==> src/hdl/ipdfd_pkg.sv <==
// Shared types and constants of the pulse-distance frame decoder.
package ipdfd_pkg;

    localparam int FRAME_ITEMS = 18;
    localparam int FIELD_BITS  = 8;

    localparam int TICK_W   = 15;
    localparam int POS_W    = 5;
    localparam int POS_MAX  = (1 << POS_W) - 1;
    localparam int STATUS_W = 2;

    localparam int CFG_IDX_W = 3;

    localparam int IN_DATA_W  = 32;
    localparam int OUT_DATA_W = 24;

    localparam int QUEUE_DEPTH = 2;

    typedef enum logic [CFG_IDX_W-1:0] {
        REG_HEADER_MARK  = 3'd0,
        REG_HEADER_SPACE = 3'd1,
        REG_ZERO_MARK    = 3'd2,
        REG_ZERO_SPACE   = 3'd3,
        REG_ONE_MARK     = 3'd4,
        REG_ONE_SPACE    = 3'd5,
        REG_TOLERANCE    = 3'd6,
        REG_POLARITY     = 3'd7
    } cfg_idx_t;

    typedef enum logic [STATUS_W-1:0] {
        STATUS_OK     = 2'd0,
        STATUS_LENGTH = 2'd1,
        STATUS_HEADER = 2'd2
    } status_t;

    // One classified item as it passes from front to back.
    typedef struct packed {
        logic hdr_match;
        logic zero_match;
        logic one_match;
        logic last;
    } item_class_t;

endpackage

==> src/hdl/ipdfd_front.sv <==
// Front end: configuration registers and window classification of each item.
module ipdfd_front (
    input  logic                                 aclk,
    input  logic                                 aresetn,
    input  logic                                 cfg_valid,
    output logic                                 cfg_ready,
    input  logic [ipdfd_pkg::CFG_IDX_W-1:0]      cfg_index,
    input  logic [ipdfd_pkg::TICK_W-1:0]         cfg_data,
    input  logic                                 s_tvalid,
    output logic                                 s_tready,
    input  logic [ipdfd_pkg::IN_DATA_W-1:0]      s_tdata,
    input  logic                                 s_tlast,
    input  logic                                 q_full,
    output logic                                 q_push,
    output ipdfd_pkg::item_class_t               q_wdata
);

    logic [ipdfd_pkg::TICK_W-1:0] header_mark_reg;
    logic [ipdfd_pkg::TICK_W-1:0] header_space_reg;
    logic [ipdfd_pkg::TICK_W-1:0] zero_mark_reg;
    logic [ipdfd_pkg::TICK_W-1:0] zero_space_reg;
    logic [ipdfd_pkg::TICK_W-1:0] one_mark_reg;
    logic [ipdfd_pkg::TICK_W-1:0] one_space_reg;
    logic [ipdfd_pkg::TICK_W-1:0] tolerance_reg;
    logic                         polarity_reg;

    logic                         first_level;
    logic [ipdfd_pkg::TICK_W-1:0] first_duration;
    logic                         second_level;
    logic [ipdfd_pkg::TICK_W-1:0] second_duration;
    logic                         levels_ok;

    // Strict window; a margin above the target wraps the lower bound, so no match.
    function automatic logic in_window(
        input logic [ipdfd_pkg::TICK_W-1:0] raw,
        input logic [ipdfd_pkg::TICK_W-1:0] target,
        input logic [ipdfd_pkg::TICK_W-1:0] tol
    );
        logic [ipdfd_pkg::TICK_W:0] hi;
        hi = {1'b0, target} + {1'b0, tol};
        return (tol <= target) && (raw > (target - tol)) && ({1'b0, raw} < hi);
    endfunction

    assign cfg_ready = 1'b1;

    always_ff @(posedge aclk) begin
        if (!aresetn) begin
            header_mark_reg  <= ipdfd_pkg::TICK_W'(400);
            header_space_reg <= ipdfd_pkg::TICK_W'(6100);
            zero_mark_reg    <= ipdfd_pkg::TICK_W'(400);
            zero_space_reg   <= ipdfd_pkg::TICK_W'(2800);
            one_mark_reg     <= ipdfd_pkg::TICK_W'(400);
            one_space_reg    <= ipdfd_pkg::TICK_W'(1700);
            tolerance_reg    <= ipdfd_pkg::TICK_W'(200);
            polarity_reg     <= 1'b0;
        end else if (cfg_valid && cfg_ready) begin
            unique case (ipdfd_pkg::cfg_idx_t'(cfg_index))
                ipdfd_pkg::REG_HEADER_MARK:  header_mark_reg  <= cfg_data;
                ipdfd_pkg::REG_HEADER_SPACE: header_space_reg <= cfg_data;
                ipdfd_pkg::REG_ZERO_MARK:    zero_mark_reg    <= cfg_data;
                ipdfd_pkg::REG_ZERO_SPACE:   zero_space_reg   <= cfg_data;
                ipdfd_pkg::REG_ONE_MARK:     one_mark_reg     <= cfg_data;
                ipdfd_pkg::REG_ONE_SPACE:    one_space_reg    <= cfg_data;
                ipdfd_pkg::REG_TOLERANCE:    tolerance_reg    <= cfg_data;
                ipdfd_pkg::REG_POLARITY:     polarity_reg     <= cfg_data[0];
            endcase
        end
    end

    assign first_level     = s_tdata[0];
    assign first_duration  = s_tdata[ipdfd_pkg::TICK_W:1];
    assign second_level    = s_tdata[ipdfd_pkg::TICK_W+1];
    assign second_duration = s_tdata[2*ipdfd_pkg::TICK_W+1:ipdfd_pkg::TICK_W+2];

    assign levels_ok = (first_level == polarity_reg) && (second_level != polarity_reg);

    assign s_tready = !q_full;
    assign q_push   = s_tvalid && s_tready;

    always_comb begin
        q_wdata.hdr_match  = levels_ok
                          && in_window(first_duration, header_mark_reg, tolerance_reg)
                          && in_window(second_duration, header_space_reg, tolerance_reg);
        q_wdata.zero_match = levels_ok
                          && in_window(first_duration, zero_mark_reg, tolerance_reg)
                          && in_window(second_duration, zero_space_reg, tolerance_reg);
        q_wdata.one_match  = levels_ok
                          && in_window(first_duration, one_mark_reg, tolerance_reg)
                          && in_window(second_duration, one_space_reg, tolerance_reg);
        q_wdata.last       = s_tlast;
    end

endmodule

==> src/hdl/ipdfd_queue.sv <==
// Short queue of classified items between front and back.
module ipdfd_queue (
    input  logic                   aclk,
    input  logic                   aresetn,
    input  logic                   push,
    input  ipdfd_pkg::item_class_t wdata,
    output logic                   full,
    input  logic                   pop,
    output logic                   rvalid,
    output ipdfd_pkg::item_class_t rdata
);

    localparam int PTR_W = (ipdfd_pkg::QUEUE_DEPTH > 1) ? $clog2(ipdfd_pkg::QUEUE_DEPTH) : 1;
    localparam int CNT_W = $clog2(ipdfd_pkg::QUEUE_DEPTH + 1);

    ipdfd_pkg::item_class_t entry_reg [ipdfd_pkg::QUEUE_DEPTH];
    logic [PTR_W-1:0] wr_ptr_reg;
    logic [PTR_W-1:0] rd_ptr_reg;
    logic [CNT_W-1:0] count_reg;

    function automatic logic [PTR_W-1:0] ptr_inc(input logic [PTR_W-1:0] p);
        if (p == PTR_W'(ipdfd_pkg::QUEUE_DEPTH - 1))
            return '0;
        else
            return p + PTR_W'(1);
    endfunction

    assign full   = (count_reg == CNT_W'(ipdfd_pkg::QUEUE_DEPTH));
    assign rvalid = (count_reg != '0);
    assign rdata  = entry_reg[rd_ptr_reg];

    always_ff @(posedge aclk) begin
        if (push) begin
            entry_reg[wr_ptr_reg] <= wdata;
        end
    end

    always_ff @(posedge aclk) begin
        if (!aresetn) begin
            wr_ptr_reg <= '0;
            rd_ptr_reg <= '0;
            count_reg  <= '0;
        end else begin
            if (push) begin
                wr_ptr_reg <= ptr_inc(wr_ptr_reg);
            end
            if (pop) begin
                rd_ptr_reg <= ptr_inc(rd_ptr_reg);
            end
            if (push && !pop) begin
                count_reg <= count_reg + CNT_W'(1);
            end else if (pop && !push) begin
                count_reg <= count_reg - CNT_W'(1);
            end
        end
    end

endmodule

==> src/hdl/ipdfd_back.sv <==
// Back end: burst position, bit assembly and the result register.
module ipdfd_back (
    input  logic                                aclk,
    input  logic                                aresetn,
    input  logic                                q_valid,
    input  ipdfd_pkg::item_class_t              q_rdata,
    output logic                                q_pop,
    output logic                                m_tvalid,
    input  logic                                m_tready,
    output logic [ipdfd_pkg::OUT_DATA_W-1:0]    m_tdata
);

    logic [ipdfd_pkg::POS_W-1:0]      pos_reg;
    logic                             header_good_reg;
    logic [ipdfd_pkg::FIELD_BITS-1:0] address_reg;
    logic [ipdfd_pkg::FIELD_BITS-1:0] command_reg;
    logic                             m_valid_reg;
    logic [ipdfd_pkg::OUT_DATA_W-1:0] m_data_reg;

    logic [ipdfd_pkg::POS_W-1:0]      pos_next;
    logic                             header_good_next;
    logic [ipdfd_pkg::FIELD_BITS-1:0] address_next;
    logic [ipdfd_pkg::FIELD_BITS-1:0] command_next;
    logic                             bit_val;
    logic                             out_free;
    ipdfd_pkg::status_t               status;
    logic [ipdfd_pkg::OUT_DATA_W-1:0] result;

    assign out_free = !m_valid_reg || m_tready;
    assign q_pop    = q_valid && (!q_rdata.last || out_free);

    always_comb begin
        // zero pattern wins when both windows match
        bit_val = !q_rdata.zero_match && q_rdata.one_match;
        for (int i = 0; i < ipdfd_pkg::FIELD_BITS; i++) begin
            address_next[i] = address_reg[i]
                           || (bit_val && pos_reg == ipdfd_pkg::POS_W'(i + 1));
            command_next[i] = command_reg[i]
                           || (bit_val && pos_reg == ipdfd_pkg::POS_W'(i + 1 + ipdfd_pkg::FIELD_BITS));
        end
        header_good_next = (pos_reg == '0) ? q_rdata.hdr_match : header_good_reg;
        pos_next = (pos_reg == ipdfd_pkg::POS_W'(ipdfd_pkg::POS_MAX))
                 ? pos_reg : pos_reg + ipdfd_pkg::POS_W'(1);

        // a saturated count never equals the frame length minus one
        priority if (pos_reg != ipdfd_pkg::POS_W'(ipdfd_pkg::FRAME_ITEMS - 1)) begin
            status = ipdfd_pkg::STATUS_LENGTH;
        end else if (!header_good_next) begin
            status = ipdfd_pkg::STATUS_HEADER;
        end else begin
            status = ipdfd_pkg::STATUS_OK;
        end

        result = '0;
        result[ipdfd_pkg::STATUS_W-1:0] = status;
        if (status == ipdfd_pkg::STATUS_OK) begin
            result[ipdfd_pkg::STATUS_W +: ipdfd_pkg::FIELD_BITS] = address_next;
            result[ipdfd_pkg::STATUS_W + ipdfd_pkg::FIELD_BITS +: ipdfd_pkg::FIELD_BITS]
                = command_next;
        end
    end

    always_ff @(posedge aclk) begin
        if (!aresetn) begin
            pos_reg         <= '0;
            header_good_reg <= 1'b0;
            address_reg     <= '0;
            command_reg     <= '0;
            m_valid_reg     <= 1'b0;
        end else begin
            if (m_tready) begin
                m_valid_reg <= 1'b0;
            end
            if (q_pop) begin
                if (q_rdata.last) begin
                    pos_reg         <= '0;
                    header_good_reg <= 1'b0;
                    address_reg     <= '0;
                    command_reg     <= '0;
                    m_valid_reg     <= 1'b1;
                end else begin
                    pos_reg         <= pos_next;
                    header_good_reg <= header_good_next;
                    address_reg     <= address_next;
                    command_reg     <= command_next;
                end
            end
        end
    end

    always_ff @(posedge aclk) begin
        if (q_pop && q_rdata.last) begin
            m_data_reg <= result;
        end
    end

    assign m_tvalid = m_valid_reg;
    assign m_tdata  = m_data_reg;

endmodule

==> src/hdl/ir_pulse_distance_frame_decoder_top.sv <==
// Top level of the IR pulse-distance frame decoder.
// Flow: a last beat is queued, then the back end pops it, registers the result and raises m_tvalid.
// Throughput: one input beat per cycle while the queue is not full; the front is combinational,
// the back retires one queued item per cycle, a last item held while a result waits on m_tready.
// Reset: aresetn is synchronous, active low; it restores register defaults, empties the
// queue, clears the burst state and drops m_tvalid.
module ir_pulse_distance_frame_decoder_top (
    input  logic                                aclk,
    input  logic                                aresetn,
    input  logic                                cfg_valid,
    output logic                                cfg_ready,
    input  logic [ipdfd_pkg::CFG_IDX_W-1:0]     cfg_index,
    input  logic [ipdfd_pkg::TICK_W-1:0]        cfg_data,
    input  logic                                s_tvalid,
    output logic                                s_tready,
    // first_level, first_duration, second_level, second_duration
    input  logic [ipdfd_pkg::IN_DATA_W-1:0]     s_tdata,
    input  logic                                s_tlast,
    output logic                                m_tvalid,
    input  logic                                m_tready,
    // status, address, command, zero fill
    output logic [ipdfd_pkg::OUT_DATA_W-1:0]    m_tdata
);

    logic                   q_push;
    logic                   q_full;
    logic                   q_pop;
    logic                   q_valid;
    ipdfd_pkg::item_class_t q_wdata;
    ipdfd_pkg::item_class_t q_rdata;

    ipdfd_front u_front (
        .aclk      (aclk),
        .aresetn   (aresetn),
        .cfg_valid (cfg_valid),
        .cfg_ready (cfg_ready),
        .cfg_index (cfg_index),
        .cfg_data  (cfg_data),
        .s_tvalid  (s_tvalid),
        .s_tready  (s_tready),
        .s_tdata   (s_tdata),
        .s_tlast   (s_tlast),
        .q_full    (q_full),
        .q_push    (q_push),
        .q_wdata   (q_wdata)
    );

    ipdfd_queue u_queue (
        .aclk    (aclk),
        .aresetn (aresetn),
        .push    (q_push),
        .wdata   (q_wdata),
        .full    (q_full),
        .pop     (q_pop),
        .rvalid  (q_valid),
        .rdata   (q_rdata)
    );

    ipdfd_back u_back (
        .aclk     (aclk),
        .aresetn  (aresetn),
        .q_valid  (q_valid),
        .q_rdata  (q_rdata),
        .q_pop    (q_pop),
        .m_tvalid (m_tvalid),
        .m_tready (m_tready),
        .m_tdata  (m_tdata)
    );

endmodule

==> config.mk <==
export PLATFORM = sky130hd
export DESIGN_NAME = ir_pulse_distance_frame_decoder_top
export DESIGN_NICKNAME = d
export VERILOG_FILES = /design/src/hdl/ipdfd_pkg.sv /design/src/hdl/ipdfd_front.sv /design/src/hdl/ipdfd_queue.sv /design/src/hdl/ipdfd_back.sv /design/src/hdl/ir_pulse_distance_frame_decoder_top.sv
export SDC_FILE = /design/constraint.sdc
export NUM_CORES = 1
export LEC_CHECK = 0
export BUFFER_PORTS_ARGS = -buffer_cell sky130_fd_sc_hd__buf_2
export CELL_PAD_IN_SITES_DETAIL_PLACEMENT = 0
export CELL_PAD_IN_SITES_GLOBAL_PLACEMENT = 1
export CORE_ASPECT_RATIO = 0.5
export CORE_MARGIN = 1.5
export CORE_UTILIZATION = 30
export CTS_BUF_LIST = sky130_fd_sc_hd__clkbuf_16
export DETAILED_ROUTE_END_ITERATION = 10
export HOLD_SLACK_MARGIN = 0.12
export PLACE_DENSITY = 0.59
export SYNTH_ARGS = -nofsm -noshare
export SYNTH_HDL_FRONTEND = slang
export SYNTH_HIERARCHICAL = 1
export SYNTH_SLANG_ARGS = --single-unit
==> constraint.sdc <==
create_clock -name aclk -period 8.9 [get_ports aclk]
set_input_delay 1.78 -clock aclk [delete_from_list [all_inputs] [get_ports aclk]]
set_output_delay 1.78 -clock aclk [all_outputs]
set_load 0.005 [all_outputs]
Word level (Yosys, flattened, before mapping)
Memory sizes are Yosys's and may differ from the RTL's. A register that Yosys moved wholly into a read port is not among the register bits.
Index checks and enable logic that the tools add are counted.
- register bits: 151
- bits in writable memories: 8
- input bits: 56
- output and inout port bits: 27
- logic and storage cells: 181
- memories kept: 1
- add/sub/neg operators: 17
- $lt $le $gt $ge: 18
- eq/ne operators: 29
- muxes and demuxes: 19
- reduce and logical (&&, ||, !) cells: 79
- memory list (memory ; words ; bits a word ; rd ports ; clocked after Yosys merged registers in ; wr ports ; line ; source):
    u_queue.entry_reg ; 2 ; 4 ; 1 ; 1 ; 1 ; ipdfd_queue.sv:16 ; ipdfd_pkg::item_class_t entry_reg [ipdfd_pkg::QUEUE_DEPTH];
- operators with widths (operator ; count):
    15-bit by 15-bit adder with 16-bit output ; 6
    15-bit by 16-bit < comparator with 1-bit output ; 6
    15-bit > comparator ; 6
    15-bit less-or-equal comparator ; 6
    15-bit subtractor ; 6
    1-bit logical AND ; 41
    5-bit by 4-bit equality test with 1-bit output, second input constant ; 8
    5-bit by 3-bit equality test with 1-bit output, second input constant ; 4
    1-bit logical OR ; 18
    2-bit AND reduction ; 9
    8-bit 2-to-1 mux ; 2
    3-bit equality test, second input constant ; 4
    1-bit 2-to-1 mux ; 11
    5-bit by 2-bit equality test with 1-bit output, second input constant ; 2
    5-bit equality test, second input constant ; 2
    5-bit 2-to-1 mux ; 2
    2-bit 2-to-1 mux ; 4
    3-bit by 2-bit equality test with 1-bit output, second input constant ; 2
    1-bit zero test ; 6
    5-bit by 1-bit adder with 5-bit output, second input constant ; 1
    5-bit by 1-bit equality test with 1-bit output, second input constant ; 1
    5-bit zero test ; 1
    5-bit inequality test, second input constant ; 1
    2-bit nonzero test ; 2
    other kinds (10) ; 11

Depth between registers and ports, before layout
- word-level depth: 7
- mapped depth: 20
- depth with buffers taken out: 20

Cells and area by module
Netlist, hierarchy kept.
- by module, submodules not included (module ; instances ; cells an instance ; area each (µm²) ; seq. area each (µm²)):
    ipdfd_front ; 1 ; 1996 ; 15424.8 ; 2122.0
    ipdfd_back ; 1 ; 186 ; 1893.1 ; 1001.0
    ipdfd_queue ; 1 ; 34 ; 506.7 ; 340.3

Least setup slack after synthesis
No wires, ideal clock.
- kind: register to register
- start point: register u_front/tolerance_reg[1] (netlist name)
- end point: memory u_queue/entry_reg[0][1] (netlist name), data pin
- setup time: 0.181 ns
- arrival time: 4.452 ns
- data required time: 8.719 ns
- path slack: 4.267 ns
- cell stages (with the launch flop): 17
- path buffers: 0
- period minus slack after synthesis: 4.633 ns
- path through: dfxtp_1 > inv_1 > fa_1 > a21o_1 > a21oi_1 > o21bai_1 > a2111o_1 > a311oi_2 > o21bai_1 > a21oi_1 > xnor2_1 > ha_1 > nand4_1 > nor4_1 > or3_1 > or3_1 > nor4b_2
- RTL lines (element ; line ; source):
    from (decl) ; ipdfd_front.sv:24 ; logic [ipdfd_pkg::TICK_W-1:0] tolerance_reg;
    from (signal assigned) ; ipdfd_front.sv:54 ; tolerance_reg <= ipdfd_pkg::TICK_W'(200);
    from (signal assigned) ; ipdfd_front.sv:64 ; ipdfd_pkg::REG_TOLERANCE: tolerance_reg <= cfg_data;
    to (decl) ; ipdfd_queue.sv:16 ;

==> reports/results.ini <==
[timing]
max_freq_mhz = 184
worst-slew-pin-transition_ns = 1.34
hold_viol_final = 0
finalCriticalPeriod_ns = 5.44
rsz0062_at_grt = false
holdWs_ns = 0.472
fin_tns_setup_ns = 0
finalWorstSetupSlack_ns = 3.46
final_max_slew_viol_count = 0
fin_skew_ns = 0.0133
finalCritPeriodShare = 0.612
finalSetupViolCount = 0
maxSlewHeadroom = 0.102

[die]
die_y_um = 175
start_util = 0.307
die_w_um = 348
die-area_um2 = 61000
coreArea_um2 = 58000
pin_count = 83
rows = 62

[min_path]
min_path_type = reg -> reg
hold_end = u_back/command_reg[5]$_SDFFE_PN0P_
hp-start = u_back/command_reg[5]$_SDFFE_PN0P_
worstHoldPathCells = 2

[worst_setup_path]
r2r_cells = 18
reg2reg_from = u_front/tolerance_reg[1]$_SDFFE_PN0P_
cp_data_required_time_ns = 9.17
critPathMaxFanout = 14
crit_start = u_front/tolerance_reg[1]$_SDFFE_PN0P_
crit_path_end_kind = flip-flop
crit_path_start_kind = flip-flop
rrSetupSlack_ns = 3.46
r2r-end = u_queue/entry_reg[1][3]$_DFFE_PP_
crit_type = reg -> reg
worstPathArrival_ns = 5.71

[cells_and_area]
final_cell_mix = ha_1 (361), nand2_1 (270), a21oi_1 (167), nor2_1 (166), dfxtp_1 (134)
drive_gt1_frac = 0.0726
fillers = 6146
final_nets = 2662
largest_reg_flops = 18
area_growth_pct = 9.46
fin_cells = 3015
final_common_cell = ha_1

[global_routing]
grt_util_all_layers = 0.208
grt_pass1_vias = 15100
grt_pass1_wl_mm = 95.6
grt.overflow.total = 0
antenna_found_initial = 0
grt_max_degree = 69

[clocking]
cts_tree = built
root_buffer = clkbuf_16
cts-resized-gates = 0
path_clk_slew_ns = 0.07
clock_latency_ns = 0.46
htreeDepth = 4
cts_buffers = 17
cts_hold_buf = 0
clk_path_buf_depth = 2
cts_sinks = 160
post_cts_buffers = 0

[logic_synthesis]
synth_flop_cell = dfxtp_1
synthCells = 2216
async_reset_ff_frac = 0
synthDistinctLibCells = 91
synth_edf_count = 26
ys_ff_latch = 160
syn_avg_cell_area_um2 = 8.04
yosysWarnings = 6
ys_seq_area_frac = 0.194
netlist_area_um2 = 17800

[route]
routed_wirelength_mm = 63.4
vias = 15600
drt-initial-drc-count = 1209
route.detailed.drc = 0
vias_per_cell = 5.19
final_antenna_net_count = 0
route.detailed.wl_per_inst_um = 21.0
drt-pass1-iter-count = 5

[power_and_ir_drop]
power.density_nw_per_um2 = 126
p_leak_nw = 8.39
ir_worst_vdd_mv = 0.0929
power_mw = 2.46

[placed_design]
io_buffers = 75
place_congestion = 0.868
preCtsSetupSlack_ns = 3.52
placedCellCount = 2982
place_hpwl_mm = 48.9

[status]
status = finished, final reports clean

[flow_run]
maxCapViolations = 0

[cells by family after synthesis]
group / after synthesis / share of synthesized area
mux: 8 / 0.00477
fa+ha+maj: 373 / 0.267
xor+xnor: 154 / 0.0757
simple gates: 719 / 0.190
compound gates: 567 / 0.216
buf+inv: 233 / 0.0522
other cells: 2 / 0.000421
flops: 160 / 0.194
[cell type report]
cell class,instances,area (um2),share of cell area
antenna,1,2.50,0.000128
clock buffer,17,425,0.0218
clock inverter,15,195,0.0100
inverter,134,503,0.0258
multi-input combinational,1828,13500,0.690
sequential,160,3460,0.178
tap,768,961,0.0493
timing repair buffer,92,505,0.0259
[stage by stage]
stage	instance area [um2]	util
2_1_floorplan	17800	-
3_3_place_gp	18900	0.325
3_5_place_dp	18900	0.325
4_1_cts	19500	0.336
5_1_grt	19500	0.336
6_report	19500	0.336
[layer usage]
metal / track usage / share of wire / vias up
met4: 0.0429 / 0.015 / 0
li1: - / - / 7927
met1: 0.288 / 0.49 / 7384
met2: 0.351 / 0.46 / 287
met5: 0 / 0 / -
met3: 0.0197 / 0.036 / 40
[worst max path at each step]
stage,end,slack [ns],cells after the start
detailed placement,u_queue/entry_reg[0][3]$_DFFE_PP_,3.52,18
CTS,u_queue/entry_reg[1][3]$_DFFE_PP_,3.49,18
finish,u_queue/entry_reg[1][3]$_DFFE_PP_,3.46,18
global route,u_queue/entry_reg[1][3]$_DFFE_PP_,3.06,18
floorplan,u_queue/entry_reg[0][1]$_DFFE_PP_,4.27,16
global placement,u_queue/entry_reg[0][3]$_DFFE_PP_,3.53,18
[cells in the mapped netlist, drive strengths merged (19+ instances only)]
cell / n / share of area
o21a: 19 / 0.0080
inv: 134 / 0.028
o21ai: 67 / 0.019
nand4: 29 / 0.010
xnor2: 117 / 0.057
nor2b: 40 / 0.014
clkbuf: 75 / 0.016
nor2: 168 / 0.036
a211oi: 19 / 0.0080
nand2b: 23 / 0.0081
a21o: 43 / 0.018
ha: 361 / 0.25
a21oi: 169 / 0.048
nand2: 270 / 0.057
nor3: 48 / 0.013
a21boi: 77 / 0.032
xor2: 37 / 0.018
edfxtp: 26 / 0.044
buf: 24 / 0.0081
o21bai: 30 / 0.013
dfxtp: 134 / 0.15
nand3: 56 / 0.016
[worst max-delay path, cell delays in order, from the launching register on]
cell and delay, ns:
dfxtp_1 0.31, buf_4 0.32, inv_1 0.53, fa_1 0.64, a21o_1 0.19, a21oi_2 0.17
o21bai_1 0.10, a2111o_1 0.49, a31o_2 0.25, a21oi_1 0.17, xnor2_1 0.08, ha_1 0.30
nand4_1 0.10, nor3_1 0.43, a21oi_1 0.13, a31o_2 0.27, a2111oi_0 0.36, o221ai_1 0.19
nor3_1 0.22
[report_power, final]
part	switching [mW]	total, mW	internal, mW
clock network	0.363	0.815	0.452
registers	0.0382	0.830	0.791
logic	0.491	0.819	0.328
total	0.892	2.46	1.57
No activity file was read; power rests on OpenSTA's default activity.
